**src/rtl/lbbs_pkg.sv**
```systemverilog
// Shared types and constants for the LED burst blink scheduler.
package lbbs_pkg;

    // Opcodes of an input item
    localparam logic [2:0] OP_ADVANCE = 3'd0;
    localparam logic [2:0] OP_SERVICE = 3'd1;
    localparam logic [2:0] OP_START   = 3'd2;
    localparam logic [2:0] OP_STOP    = 3'd3;
    localparam logic [2:0] OP_ONCE    = 3'd4;
    localparam logic [2:0] OP_STEADY  = 3'd5;

    // Result status codes
    localparam logic [2:0] ST_IDLE    = 3'd0;
    localparam logic [2:0] ST_WAIT    = 3'd1;
    localparam logic [2:0] ST_TOGGLED = 3'd2;
    localparam logic [2:0] ST_ACCEPT  = 3'd3;
    localparam logic [2:0] ST_IGNORE  = 3'd4;

    // Configuration register indexes
    localparam logic [1:0] REG_ON    = 2'd0;
    localparam logic [1:0] REG_OFF   = 2'd1;
    localparam logic [1:0] REG_SLEEP = 2'd2;
    localparam logic [1:0] REG_ONCE  = 2'd3;

    // Configuration reset values
    localparam logic [15:0] RST_ON_MS    = 16'd100;
    localparam logic [15:0] RST_OFF_MS   = 16'd200;
    localparam logic [15:0] RST_SLEEP_MS = 16'd1000;
    localparam logic [15:0] RST_ONCE_MS  = 16'd100;

    typedef enum logic [2:0] {
        PH_OFF   = 3'd0,
        PH_ON    = 3'd1,
        PH_SLEEP = 3'd2,
        PH_ONCE  = 3'd3,
        PH_KEEP  = 3'd4
    } t_phase;

    typedef struct packed {
        logic [15:0] on_ms;
        logic [15:0] off_ms;
        logic [15:0] sleep_ms;
        logic [15:0] once_ms;
    } t_delays;

    typedef struct packed {
        logic [2:0]  opcode;
        logic [1:0]  channel;
        logic [14:0] burst_flashes;
        logic [1:0]  priority_req;
        logic        level_flag;
    } t_item;

    typedef struct packed {
        logic [1:0] channel_out;
        logic       led_level;
        logic [2:0] status;
    } t_result;

endpackage

```
**src/rtl/led_burst_blink_scheduler_unit.sv**
```systemverilog
// LED burst blink scheduler: top level with input and result registers.
//
// Input channel: i_valid/o_stall carry one command item (opcode, channel,
// burst flashes, priority, level flag); a transfer happens on a rising edge
// with i_valid high and o_stall low. Output channel: o_valid/i_stall carry
// one result (channel, driven LED level, status) per item, in order.
// Configuration: i_cfg_we writes i_cfg_data to delay register i_cfg_idx
// (0 on, 1 off, 2 sleep, 3 once time in ms); write only while idle.
// Path: a result passes the input register, then the combinational state
// update into the result register.
// Throughput: one item per cycle; the per-channel state update finishes in
// the same cycle it starts, so items follow back to back unless stalled.
// Reset (i_rst_n low, synchronous) clears the time count, all channel state,
// both pipeline stages, and loads the default delays.
// When the receiver stalls, the result holds; the input register still
// takes one more item, then o_stall rises until the result is taken.
module led_burst_blink_scheduler_unit
    import lbbs_pkg::*;
#(
    parameter int CHANNELS = 4
) (
    input  logic        i_clk,
    input  logic        i_rst_n,
    input  logic        i_valid,
    output logic        o_stall,
    input  logic [2:0]  i_opcode,
    input  logic [1:0]  i_channel,
    input  logic [14:0] i_burst_flashes,
    input  logic [1:0]  i_priority_req,
    input  logic        i_level_flag,
    output logic        o_valid,
    input  logic        i_stall,
    output logic [1:0]  o_channel_out,
    output logic        o_led_level,
    output logic [2:0]  o_status,
    input  logic        i_cfg_we,
    input  logic [1:0]  i_cfg_idx,
    input  logic [15:0] i_cfg_data
);

    t_delays w_dly;
    t_result w_res;
    t_item   r_item;
    t_result r_res;
    logic    r_in_vld;
    logic    r_out_vld;
    logic    w_adv;
    logic    w_take;

    // advance the input stage when the result register is free or drains
    assign w_adv   = r_in_vld && (!r_out_vld || !i_stall);
    assign o_stall = r_in_vld && !w_adv;
    assign w_take  = i_valid && !o_stall;

    lbbs_cfg_regs u_cfg (
        .i_clk      (i_clk),
        .i_rst_n    (i_rst_n),
        .i_cfg_we   (i_cfg_we),
        .i_cfg_idx  (i_cfg_idx),
        .i_cfg_data (i_cfg_data),
        .o_delays   (w_dly)
    );

    lbbs_core #(
        .CHANNELS (CHANNELS)
    ) u_core (
        .i_clk   (i_clk),
        .i_rst_n (i_rst_n),
        .i_fire  (w_adv),
        .i_item  (r_item),
        .i_dly   (w_dly),
        .o_res   (w_res)
    );

    always_ff @(posedge i_clk) begin
        if (!i_rst_n) begin
            r_in_vld  <= 1'b0;
            r_out_vld <= 1'b0;
        end else begin
            if (w_take) begin
                r_in_vld <= 1'b1;
            end else if (w_adv) begin
                r_in_vld <= 1'b0;
            end
            if (w_adv) begin
                r_out_vld <= 1'b1;
            end else if (!i_stall) begin
                r_out_vld <= 1'b0;
            end
        end
    end

    always_ff @(posedge i_clk) begin
        if (w_take) begin
            r_item.opcode        <= i_opcode;
            r_item.channel       <= i_channel;
            r_item.burst_flashes <= i_burst_flashes;
            r_item.priority_req  <= i_priority_req;
            r_item.level_flag    <= i_level_flag;
        end
        if (w_adv) begin
            r_res <= w_res;
        end
    end

    assign o_valid       = r_out_vld;
    assign o_channel_out = r_res.channel_out;
    assign o_led_level   = r_res.led_level;
    assign o_status      = r_res.status;

endmodule

```
**src/rtl/lbbs_cfg_regs.sv**
```systemverilog
// Shared delay configuration registers of the LED burst blink scheduler.
module lbbs_cfg_regs
    import lbbs_pkg::*;
(
    input  logic        i_clk,
    input  logic        i_rst_n,
    input  logic        i_cfg_we,
    input  logic [1:0]  i_cfg_idx,
    input  logic [15:0] i_cfg_data,
    output t_delays     o_delays
);

    t_delays r_delays;

    always_ff @(posedge i_clk) begin
        if (!i_rst_n) begin
            r_delays.on_ms    <= RST_ON_MS;
            r_delays.off_ms   <= RST_OFF_MS;
            r_delays.sleep_ms <= RST_SLEEP_MS;
            r_delays.once_ms  <= RST_ONCE_MS;
        end else if (i_cfg_we) begin
            case (i_cfg_idx)
                REG_ON:    r_delays.on_ms    <= i_cfg_data;
                REG_OFF:   r_delays.off_ms   <= i_cfg_data;
                REG_SLEEP: r_delays.sleep_ms <= i_cfg_data;
                REG_ONCE:  r_delays.once_ms  <= i_cfg_data;
                default: ;
            endcase
        end
    end

    assign o_delays = r_delays;

endmodule

```
**src/rtl/lbbs_core.sv**
```systemverilog
// Time count, per-channel blink state and the combinational item update.
module lbbs_core
    import lbbs_pkg::*;
#(
    parameter int CHANNELS = 4
) (
    input  logic    i_clk,
    input  logic    i_rst_n,
    input  logic    i_fire,
    input  t_item   i_item,
    input  t_delays i_dly,
    output t_result o_res
);

    localparam int         IDXW   = (CHANNELS > 1) ? $clog2(CHANNELS) : 1;
    localparam logic [4:0] CH_LIM = 5'(CHANNELS);

    logic [31:0] r_time;
    logic        r_stored [CHANNELS];
    logic        r_driven [CHANNELS];
    logic [1:0]  r_owner  [CHANNELS];
    t_phase      r_phase  [CHANNELS];
    logic [15:0] r_tcount [CHANNELS];
    logic [15:0] r_target [CHANNELS];
    logic [31:0] r_pstart [CHANNELS];

    logic [31:0]     n_time;
    logic            n_stored;
    logic            n_driven;
    logic [1:0]      n_owner;
    t_phase          n_phase;
    logic [15:0]     n_tcount;
    logic [15:0]     n_target;
    logic [31:0]     n_pstart;

    logic [IDXW-1:0] w_idx;
    logic            w_ok;
    logic            w_we;
    logic [15:0]     w_req_target;
    logic [31:0]     w_elapsed;
    logic [15:0]     w_delay;
    logic [15:0]     w_tc_inc;
    logic            w_toggle_lvl;
    logic [2:0]      w_status;

    assign w_idx        = IDXW'(i_item.channel);
    assign w_ok         = {3'b000, i_item.channel} < CH_LIM;
    assign w_req_target = {i_item.burst_flashes, 1'b0};
    assign w_elapsed    = r_time - r_pstart[w_idx];
    assign w_tc_inc     = r_tcount[w_idx] + 16'd1;
    assign w_toggle_lvl = ~r_stored[w_idx];

    always_comb begin
        case (r_phase[w_idx])
            PH_ON:    w_delay = i_dly.on_ms;
            PH_OFF:   w_delay = i_dly.off_ms;
            PH_SLEEP: w_delay = i_dly.sleep_ms;
            PH_ONCE:  w_delay = i_dly.once_ms;
            default:  w_delay = 16'd0;
        endcase
    end

    always_comb begin
        n_time   = r_time;
        n_stored = r_stored[w_idx];
        n_driven = r_driven[w_idx];
        n_owner  = r_owner[w_idx];
        n_phase  = r_phase[w_idx];
        n_tcount = r_tcount[w_idx];
        n_target = r_target[w_idx];
        n_pstart = r_pstart[w_idx];
        w_status = ST_IGNORE;
        case (i_item.opcode)
            OP_ADVANCE: begin
                n_time   = r_time + 32'd1;
                w_status = ST_IDLE;
            end
            OP_SERVICE: begin
                if (r_owner[w_idx] == 2'd0 || r_phase[w_idx] == PH_KEEP) begin
                    w_status = ST_IDLE;
                end else if (w_elapsed < {16'd0, w_delay}) begin
                    w_status = ST_WAIT;
                end else if (r_phase[w_idx] == PH_ONCE) begin
                    // one-shot ends: flip back and release the channel
                    n_stored = w_toggle_lvl;
                    n_driven = w_toggle_lvl;
                    n_owner  = 2'd0;
                    w_status = ST_TOGGLED;
                end else begin
                    n_pstart = r_time;
                    if (r_target[w_idx] != 16'd0 && w_tc_inc >= r_target[w_idx]) begin
                        // burst done: go dark and sleep
                        n_tcount = 16'd0;
                        n_phase  = PH_SLEEP;
                        n_stored = 1'b0;
                        n_driven = 1'b0;
                    end else begin
                        n_tcount = w_tc_inc;
                        n_phase  = w_toggle_lvl ? PH_ON : PH_OFF;
                        n_stored = w_toggle_lvl;
                        n_driven = w_toggle_lvl;
                    end
                    w_status = ST_TOGGLED;
                end
            end
            OP_START: begin
                if (r_owner[w_idx] <= i_item.priority_req) begin
                    n_target = w_req_target;
                    n_phase  = PH_OFF;
                    n_tcount = 16'd0;
                    n_pstart = r_time;
                    n_owner  = i_item.priority_req;
                    w_status = ST_ACCEPT;
                end
            end
            OP_STOP: begin
                if (r_owner[w_idx] == i_item.priority_req &&
                    r_target[w_idx] == w_req_target) begin
                    n_driven = 1'b0;
                    n_owner  = 2'd0;
                    w_status = ST_ACCEPT;
                end
            end
            OP_ONCE: begin
                n_target = 16'd0;
                n_tcount = 16'd0;
                n_owner  = 2'd1;
                n_phase  = PH_ONCE;
                n_pstart = r_time;
                n_stored = i_item.level_flag ? w_toggle_lvl : 1'b1;
                n_driven = n_stored;
                w_status = ST_ACCEPT;
            end
            OP_STEADY: begin
                n_owner  = 2'd1;
                n_phase  = PH_KEEP;
                n_stored = i_item.level_flag;
                n_driven = i_item.level_flag;
                w_status = ST_ACCEPT;
            end
            default: ;
        endcase
        // out-of-range channel: only the time count may move
        if (!w_ok && i_item.opcode != OP_ADVANCE) begin
            w_status = ST_IGNORE;
        end
    end

    assign w_we = i_fire && w_ok && (i_item.opcode != OP_ADVANCE);

    always_ff @(posedge i_clk) begin
        if (!i_rst_n) begin
            r_time <= 32'd0;
            for (int i = 0; i < CHANNELS; i++) begin
                r_stored[i] <= 1'b0;
                r_driven[i] <= 1'b0;
                r_owner[i]  <= 2'd0;
                r_phase[i]  <= PH_OFF;
                r_tcount[i] <= 16'd0;
                r_target[i] <= 16'd0;
                r_pstart[i] <= 32'd0;
            end
        end else begin
            if (i_fire) begin
                r_time <= n_time;
            end
            if (w_we) begin
                r_stored[w_idx] <= n_stored;
                r_driven[w_idx] <= n_driven;
                r_owner[w_idx]  <= n_owner;
                r_phase[w_idx]  <= n_phase;
                r_tcount[w_idx] <= n_tcount;
                r_target[w_idx] <= n_target;
                r_pstart[w_idx] <= n_pstart;
            end
        end
    end

    assign o_res.channel_out = i_item.channel;
    assign o_res.led_level   = w_ok ? n_driven : 1'b0;
    assign o_res.status      = w_status;

endmodule
```
**config.mk**
```make
export PLATFORM = sky130hd
export DESIGN_NAME = led_burst_blink_scheduler_unit
export DESIGN_NICKNAME = d
export VERILOG_FILES = /design/src/rtl/lbbs_pkg.sv /design/src/rtl/led_burst_blink_scheduler_unit.sv /design/src/rtl/lbbs_cfg_regs.sv /design/src/rtl/lbbs_core.sv
export SDC_FILE = /design/constraint.sdc
export NUM_CORES = 1
export LEC_CHECK = 0
export ABC_AREA = 0
export ABC_CLOCK_PERIOD_IN_PS = 17400
export BUFFER_PORTS_ARGS = -buffer_cell sky130_fd_sc_hd__buf_2
export CORE_ASPECT_RATIO = 0.7
export CORE_MARGIN = 4
export CORE_UTILIZATION = 55
export DETAILED_ROUTE_END_ITERATION = 8
export PLACE_DENSITY_LB_ADDON = 0.15
export SYNTH_ARGS = -nofsm -noshare
export SYNTH_HDL_FRONTEND = slang
export SYNTH_SLANG_ARGS = --single-unit
```
**constraint.sdc**
```tcl
create_clock -name i_clk -period 17.4 [get_ports i_clk]
set_input_delay 0 -clock i_clk [delete_from_list [all_inputs] [get_ports i_clk]]
set_output_delay 0 -clock i_clk [all_outputs]
set_load 0.05 [all_outputs]
```
==> flow_metrics.tcl, run 1 <==
set metrics [dict create \
    hold_violations 0 \
    rsz0062_at_grt "false" \
    status "finished clean" \
    yosysSeqAreaShare_pct 52.7 \
    num_rows 60 \
    clkTransAtPathRegs_ns 0.06 \
    hp-class "in2reg" \
    ys.flop_type "edfxtp_1" \
    ios 54 \
    maxCapViolations 0 \
    fmax_ghz 0.127 \
    gr-usage-all-layers_pct 25.9 \
    crit_required_ns 17.67 \
    cts_tree "built" \
    detail-route-antenna-nets 0 \
    async_flop_share_pct 0 \
    dpl.hpwl_um 35400 \
    vias 15600 \
    fin_crit_ns 7.85 \
    p_total_mw 2.41 \
    slew_headroom_pct 10.1 \
    dp_slack_ns 9.61 \
    synth_top_cells_by_count "307 x edfxtp_1, 288 x nor2_1, 226 x nand2_1" \
    yosysTopAreaCell "edfxtp_1" \
    initial_core_util_pct 55.9 \
    setup_violations 0 \
    synth_top_area_share_pct 42.8 \
    cts_root_buf "clkbuf_16" \
    leakage_nw 9.00 \
    worst_pin_slew_ns 1.34 \
    synth_area_leaders "edfxtp_1 43%, dfxtp_1 9.9%, mux4_2 8.7%" \
    finalWirelength_um 55400 \
    final_max_slew_viol_count 0 \
    clockBufferDepth 3 \
    wire_per_inst_um 21.8 \
    ys_warn_count 0 \
    nNetsFinal 2098 \
    syn-num-nets 2050 \
    post_cts_resized 0 \
    synth_edf_count 307 \
    drive_gt1_share_pct 12.5 \
    skew_ns 0.0231 \
    netlist_instances 1937 \
    first_global_vias 15261 \
    fp.dieW_um 244 \
    dr.first_iter.drc_count 1671 \
    finish.instance_area_um2 24000 \
    yosysMostFrequentCell "edfxtp_1" \
    setup_ws_ns 9.55 \
    core_um2 38500 \
    powerDensity_nw_per_um2 101 \
    ir_drop_mv 0.0947 \
    avgSynthCellArea_um2 11.1 \
    clock_sinks 413 \
    reg2reg_depth 22 \
    htreeDepth 2 \
    postCtsSetupRepairBufs 0 \
    clock_latency_ns 0.56 \
    vias_per_cell 6.13 \
    die_area_um2 42400 \
    syn2layout_area_growth_pct 11.5 \
    cp_max_fo 46 \
    tns_ns 0 \
    cts_buffers 42 \
    grt_first_pass_wirelength_um 86900 \
    place_area_um2 22200 \
    crit_path_end_kind "flop" \
    path_class "reg2reg" \
    reg2reg_to "u_core.r_pstart[2][8]" \
    drc_errors 0 \
    r2r_setup_slack_ns 9.55 \
    synthesis.area_um2 21500 \
    io_buffer_count 53 \
    routabilityCongestion 0.919 \
    diodes 0 \
    yosysUniqueCellTypes 73 \
    grt_max_degree 79 \
    worstSetupEndpoint "u_core.r_pstart[2][8]" \
    synth_seq_cells 413 \
    placed_cells 2424 \
    grt_overflow 0 \
    post-route-period-util_pct 45.1 \
    first_pass_iters 5 \
    start_kind "flop" \
    arrival_ns 8.13 \
    dieHeight_um 174 \
    antenna_found_initial 0 \
    finalNonFillerCells 2546 \
]
[cells in the final DEF (no fill, tap or decap), types with 53 or more instances in the layout]
cell      Yosys  layout
mux4_2       83      83
a21boi_0     53      53
nor2_1      288     288
o21ai_0      54      54
a21oi_1      56      56
ha_1         66      66
nand2_1     226     220
buf_2        10      53
dfxtp_1     106     104
edfxtp_1    307     307
inv_1        68      68
[metrics by stage]
stage | hold slack [ns] | utilization (%)
floorplan | 0.0989 | -
global route | 0.0437 | 62.3
finish | 0.0488 | 62.3
CTS | 0.0167 | 62.3
global placement | 0.178 | 57.5
detailed placement | 0.178 | 57.5
[registers in the layout (all words and copies together), names as in the netlist, 2 cells and up, named ones only]
register         cells
u_core.r_pstart    128
u_core.r_stored      4
u_core.r_phase      12
u_core.r_time       32
u_core.r_tcount     64
r_item              23
u_cfg.o_delays      64
o_channel_out        2
u_core.r_driven      4
u_core.r_target     64
o_status             3
u_core.r_owner       8
[area by class of cell]
type / instances / area (um2)
Fill cell: 3072 / 14500
Sequential cell: 413 / 11300
Multi-Input combinational cell: 1347 / 9500
Clock buffer: 61 / 1160
Timing Repair Buffer: 113 / 826
Tap cell: 527 / 659
Inverter: 68 / 255
Clock inverter: 17 / 241
[routing by layer]
layer	up-vias	routed length (um)	track usage [%]
li1	7174	-	-
met1	7696	25900	40.7
met2	645	23600	37.4
met3	85	5020	5.61
met4	0	910	4.92
met5	-	0	0
[kinds of logic after synthesis]
kind of cell    share of synthesized area [%]
xor+xnor                                 2.89
flops                                    52.7
buf+inv                                  3.34
mux                                      11.0
compound gates                           10.0
fa+ha+maj                                3.93
simple gates                             16.1
[repair_timing]
item / in CTS / in global routing
hold endpoints to repair: 91 / 0
setup endpoints to repair: 0 / 0
hold buffers: 44 / 0
[critical path: stages, from the launching register on]
cell and delay, ns:
dfxtp_4 0.82, buf_4 0.86, mux4_2 0.62, inv_1 0.08, ha_1 0.23, nand2_1 0.12
a211o_1 0.30, a31oi_1 0.28, o21ai_0 0.22, nor2b_1 0.19, xnor2_1 0.15, ha_1 0.31
a21oi_1 0.24, o211ai_1 0.13, a221oi_1 0.23, o211ai_1 0.13, nor4_1 0.38, nand4b_1 0.20
nor4_4 0.31, a21oi_2 0.23, nor2_8 0.89, mux2i_1 0.47, nor2_1 0.10
[where the power goes]
group | internal, mW | switching [mW] | leakage [nW]
registers | 1.10 | 0.0234 | 4.02
clock network | 0.544 | 0.385 | 0.673
logic | 0.136 | 0.225 | 4.30
[worst min path at each step]
stage | startpoint | to | slack (ns) | cells past startpoint
2_1_floorplan | i_level_flag | r_item[0] | 0.1 | 0
3_3_place_gp | i_level_flag | r_item[0] | 0.18 | 1
3_5_place_dp | i_level_flag | r_item[0] | 0.18 | 1
4_1_cts | i_cfg_idx[0] | u_cfg.o_delays[62] | 0.02 | 5
5_1_grt | i_rst_n | u_core.r_time[14] | 0.04 | 3
6_report | i_rst_n | u_core.r_time[14] | 0.05 | 3
(Power assumes the default switching activity.)
==> inputs of run 2 (changes only) <==
--- a/config.mk
+++ b/config.mk
@@ -6,7 +6,7 @@
 export NUM_CORES = 1
 export LEC_CHECK = 0
 export ABC_AREA = 0
-export ABC_CLOCK_PERIOD_IN_PS = 17400
+export ABC_CLOCK_PERIOD_IN_PS = 8000
 export BUFFER_PORTS_ARGS = -buffer_cell sky130_fd_sc_hd__buf_2
 export CORE_ASPECT_RATIO = 0.7
 export CORE_MARGIN = 4
==> constraint.sdc (replaced) <==
create_clock -name i_clk -period 8 [get_ports i_clk]
set_input_delay 0 -clock i_clk [delete_from_list [all_inputs] [get_ports i_clk]]
set_output_delay 0 -clock i_clk [all_outputs]
set_load 0.05 [all_outputs]
==> run 2 against run 1 <==
- via count fell by 0.24%
- sequential cell count unchanged
- sequential power grew 120%
- highest routed layer unchanged
==> flow_metrics.tcl, run 2 (synthesis results as in run 1) <==
set metrics [dict create \
    status "finished clean" \
    dieHeight_um 174 \
    dpl.hpwl_um 36000 \
    largest_reg_flops 128 \
    r2r_setup_slack_ns 1.51 \
    tns_ns 0 \
    start_kind "flop" \
    gr-usage-all-layers_pct 26.0 \
    dp_slack_ns 1.63 \
    htreeDepth 2 \
    num_rows 60 \
    grt_overflow 0 \
    worstSetupEndpoint "u_core.r_pstart[0][2]" \
    setup_ws_ns 1.51 \
    top_register "u_core.r_pstart" \
    finalWirelength_um 55500 \
    fmax_ghz 0.154 \
    syn2layout_area_growth_pct 11.5 \
    crit_family "compound AO/OA/AOI/OAI gates" \
    powerDensity_nw_per_um2 218 \
    grt_first_pass_wirelength_um 87600 \
    antenna_found_initial 0 \
    cp.depth 21 \
    first_pass_iters 5 \
    cp_max_fo 28 \
    crit_path_end_kind "flop" \
    final_common_cell "edfxtp_1" \
    drc_errors 0 \
    p_total_mw 5.22 \
    wire_per_inst_um 21.8 \
    core_um2 38500 \
    hp-class "in2reg" \
    grt_max_degree 62 \
    cts_buffers 42 \
    whs_ns 0.0279 \
    slowest_stage "dfxtp_4" \
    fin_crit_ns 6.49 \
    clockBufferDepth 3 \
    maxCapViolations 0 \
    leakage_nw 9.01 \
    final_max_slew_viol_count 0 \
    post_cts_resized 0 \
    critPathBufInv 2 \
    io_buffer_count 53 \
    dr.first_iter.drc_count 1682 \
    clock_latency_ns 0.56 \
    die_area_um2 42400 \
    skew_ns 0.0223 \
    fin_util_pct 62.3 \
    setup_violations 0 \
    routabilityCongestion 0.985 \
    cts_tree "built" \
    vias_per_cell 6.11 \
    ir_drop_mv 0.187 \
    hold_violations 0 \
    arrival_ns 6.75 \
    fp.dieW_um 244 \
    max_stage_delay_ns 0.63 \
    clkTransAtPathRegs_ns 0.06 \
    ios 54 \
    post-route-period-util_pct 81.1 \
    worst_pin_slew_ns 1.02 \
    reg2reg_depth 21 \
    nNetsFinal 2102 \
    reg2reg_to "u_core.r_pstart[0][2]" \
    final_cell_mix "307 x edfxtp_1, 288 x nor2_1, 220 x nand2_1, 104 x dfxtp_1, 83 x mux4_2" \
    diodes 0 \
    rsz0062_at_grt "false" \
    clock_sinks 413 \
    drive_gt1_share_pct 13.0 \
    crit_chain "mux4_2 -> inv_1 -> ha_1 -> a21oi_1 -> a31oi_1 -> o21ai_0 -> nor2b_1 -> xnor2_1 -> ha_1 -> a21oi_1 -> o211ai_1 -> a221oi_1 -> o211ai_1 -> nor4_1 -> nand4b_1 -> nor4_4 -> a21oi_2 -> nor2_8 -> buf_12 -> mux2i_1 -> nor2_1" \
    slew_headroom_pct 32.0 \
    detail-route-antenna-nets 0 \
    first_global_vias 15358 \
    vias 15563 \
    path_class "reg2reg" \
    cts_root_buf "clkbuf_16" \
    initial_core_util_pct 55.9 \
    crit_required_ns 8.27 \
]
run 2: cell types whose count changed in the layout (fill, tap and decap cells not counted), sizes merged:
cell,delta
clkinvlp,+1
bufinv,-2
clkinv,+6
inv,-3
buf,+6
dlygate4sd3,-2
clkbuf,-3
run 2: worst register-to-register path: cells and delay by family, from the launching register on:
| family | cells | cell delay, ns |
|---|---|---|
| buffers and inverters | 2 | 0.38 |
| AOI/OAI and AO/OA | 8 | 1.82 |
| and+or+nand+nor | 6 | 1.70 |
| muxes | 2 | 0.99 |
| xor gates and xnor gates | 1 | 0.08 |
| DFF | 1 | 0.63 |
| adders and majority gates | 2 | 0.60 |
run 2: area by class of cell:
class | count | area (um2)
Clock buffer | 58 | 1180
Clock inverter | 19 | 191
Fill cell | 3064 | 14500
Inverter | 68 | 255
Multi-Input combinational cell | 1347 | 9500
Sequential cell | 413 | 11300
Tap cell | 527 | 659
Timing Repair Buffer | 117 | 863
run 2: power breakdown:
part           switching (mW)  internal [mW]
Sequential             0.0418           2.39
Clock                   0.854           1.14
Combinational           0.497          0.300
run 2: through the flow:
stage / cell area (um2) / instances
global route: 24000 / 2549
detailed placement: 22200 / 2430
finish: 24000 / 2549
floorplan: 21500 / 1937
global placement: 22200 / 2430
CTS: 24000 / 2549
run 2: routing by layer:
metal  vias to the layer above  track usage, %  share of wire (%)
li1                       7166               -                  -
met1                      7691            40.0                 46
met2                       621            38.4                 44
met3                        85            5.53                8.5
met4                         0            5.61                2.0
met5                         -               0                  0
run 2: worst min-delay path by stage:
stage,from,to,cells after the start
2_1_floorplan,i_level_flag,r_item[0],0
3_3_place_gp,i_burst_flashes[5],r_item[8],1
3_5_place_dp,i_burst_flashes[10],r_item[13],1
4_1_cts,i_rst_n,u_cfg.o_delays[35],3
5_1_grt,i_rst_n,u_cfg.o_delays[19],3
6_report,i_rst_n,u_cfg.o_delays[5],3
run 2: timing repair:
action | CTS | global route
hold buffers | 42 | 0
hold endpoints to repair | 91 | 0
buffers inserted | 0 | 0
setup endpoints to repair | 0 | 0
==> inputs of run 3 (changes only) <==
--- a/config.mk
+++ b/config.mk
@@ -6,7 +6,7 @@
 export NUM_CORES = 1
 export LEC_CHECK = 0
 export ABC_AREA = 0
-export ABC_CLOCK_PERIOD_IN_PS = 8000
+export ABC_CLOCK_PERIOD_IN_PS = 5400
 export BUFFER_PORTS_ARGS = -buffer_cell sky130_fd_sc_hd__buf_2
 export CORE_ASPECT_RATIO = 0.7
 export CORE_MARGIN = 4
==> constraint.sdc (replaced) <==
create_clock -name i_clk -period 5.4 [get_ports i_clk]
set_input_delay 0 -clock i_clk [delete_from_list [all_inputs] [get_ports i_clk]]
set_output_delay 0 -clock i_clk [all_outputs]
set_load 0.05 [all_outputs]
==> run 3 against run 2 <==
- the flow now finishes with violations (negative setup slack)
- core utilization rose by 5.2 points
- total power increased by 54%
- maximum frequency is 19% higher
- global-route usage is 0.35 points higher
- routed wire length grew 3.3%
- register-to-register slack got worse by 1.5 ns
- critical path depth increased by 3
- combinational power grew 90%
- via count is 4.6% higher
==> flow_metrics.tcl, run 3 (synthesis results as in run 1) <==
set metrics [dict create \
    status "finished, violations left" \
    violations "negative setup slack" \
    vias_per_cell 6.12 \
    antenna_found_initial 0 \
    drc_errors 0 \
    clock_sinks 413 \
    fin_crit_ns 5.43 \
    top_register "u_core.r_pstart" \
    arrival_ns 5.69 \
    routabilityCongestion 0.934 \
    clkTransAtPathRegs_ns 0.06 \
    slew_headroom_pct 19.8 \
    hold_end "u_cfg.o_delays[62]" \
    largest_reg_flops 128 \
    reg2reg_depth 24 \
    die_area_um2 42400 \
    setup_ws_ns -0.0294 \
    core_um2 38500 \
    place_area_um2 23300 \
    final_cell_mix "307 x edfxtp_1, 277 x nor2_1, 220 x nand2_1, 104 x dfxtp_1, 103 x buf_4" \
    grt_first_pass_wirelength_um 89500 \
    cp_max_fo 6 \
    p_total_mw 8.05 \
    vias 16273 \
    fmax_ghz 0.184 \
    powerDensity_nw_per_um2 310 \
    worstHoldPathCells 5 \
    fp.dieW_um 244 \
    syn2layout_area_growth_pct 20.8 \
    start_kind "flop" \
    grt_overflow 0 \
    finalWirelength_um 57300 \
    dr.first_iter.drc_count 1903 \
    cts_tree "built" \
    post-route-period-util_pct 101 \
    dp_slack_ns -0.209 \
    crit_path_end_kind "flop" \
    setup_violations 13 \
    reg2reg_to "u_core.r_pstart[2][30]" \
    first_pass_iters 6 \
    cts_buffers 42 \
    fin_util_pct 67.5 \
    detail-route-antenna-nets 0 \
    htreeDepth 2 \
    path_class "reg2reg" \
    dieHeight_um 174 \
    cts_root_buf "clkbuf_16" \
    grt_max_degree 69 \
    maxCapViolations 0 \
    clockBufferDepth 3 \
    wire_per_inst_um 21.6 \
    first_global_vias 15874 \
    num_rows 60 \
    r2r_setup_slack_ns -0.03 \
    initial_core_util_pct 55.9 \
    diodes 0 \
    crit_required_ns 5.66 \
    hp-class "in2reg" \
    leakage_nw 9.65 \
    worst_pin_slew_ns 1.19 \
    finish.instance_area_um2 26000 \
    drive_gt1_share_pct 21.9 \
    gr-usage-all-layers_pct 26.4 \
    fillers 2824 \
    nNetsFinal 2211 \
    io_buffer_count 53 \
    clock_latency_ns 0.56 \
    final_max_slew_viol_count 0 \
    final_common_cell "edfxtp_1" \
    min_from "i_cfg_idx[1]" \
    hold_violations 0 \
    ir_drop_mv 0.264 \
    skew_ns 0.0201 \
    whs_ns 0.0402 \
    dpl.hpwl_um 36500 \
    rsz0062_at_grt "true" \
    ios 54 \
]
## run 3: layout make-up
| type | count | area (um2) | share of cell area (%) |
|---|---|---|---|
| sequential | 413 | 11300 | 43.7 |
| clock inverter | 17 | 185 | 0.713 |
| clock buffer | 60 | 1190 | 4.58 |
| multi-input combinational | 1347 | 10400 | 39.9 |
| tap | 527 | 659 | 2.54 |
| timing repair buffer | 226 | 1990 | 7.66 |
| inverter | 68 | 255 | 0.982 |
## run 3: routing by layer
layer / vias to the layer above / routed length (um) / track usage [%]
met5: - / 0 / 0
met4: 0 / 773 / 4.11
met3: 61 / 5090 / 4.55
met2: 763 / 25400 / 39.2
met1: 8049 / 26100 / 41.7
li1: 7400 / - / -
## run 3: how the worst max path moves through the flow
stage	startpoint	end	slack (ns)
after global placement	flop	u_core.r_pstart[2][0]	-0.06
after floorplan	flop	u_core.r_pstart[1][7]	-0.10
after global routing	flop	u_core.r_pstart[2][30]	-0.18
after CTS	flop	u_core.r_pstart[2][8]	-0.04
final	flop	u_core.r_pstart[2][30]	-0.03
after detailed placement	flop	u_core.r_pstart[2][0]	-0.21
## run 3: report_power, final
| group | total [mW] | internal, mW | leakage (nW) | switching, mW |
|---|---|---|---|---|
| logic | 1.52 | 0.657 | 4.96 | 0.862 |
| clock network | 2.93 | 1.69 | 0.665 | 1.24 |
| registers | 3.60 | 3.54 | 4.03 | 0.0544 |
## run 3: what timing repair did
item / CTS / global route
buffers inserted: 4 / 10
pin swaps: 2 / 100
setup endpoints to repair: 214 / 222
gates resized for setup: 11 / 97
gates cloned: 1 / 6
hold buffers: 43 / 0
endpoints found under the hold margin: 96 / 0
## run 3: worst max-delay path, cell delays in order (launching register included)
cell	delay (ns)
dfxtp_4	0.37
buf_8	0.15
mux4_2	0.39
inv_2	0.07
fa_2	0.37
a211o_1	0.38
a211oi_4	0.29
buf_4	0.17
o211a_1	0.19
xnor2_1	0.08
ha_1	0.21
a21oi_2	0.17
o211ai_1	0.13
a221oi_2	0.19
o211ai_1	0.12
nor4_1	0.32
nand4b_1	0.19
nor4_4	0.15
buf_4	0.17
a21oi_4	0.08
nor2_8	0.25
buf_4	0.17
buf_12	0.15
mux2i_4	0.29
nor2_1	0.07
## run 3: stage by stage
| step | instances | setup TNS (ns) |
|---|---|---|
| after floorplan | 1937 | -9.65 |
| after global placement | 2517 | -1.02 |
| after detailed placement | 2517 | -24.94 |
| after CTS | 2642 | -0.508 |
| after global routing | 2658 | -14.89 |
| final | 2658 | -0.143 |
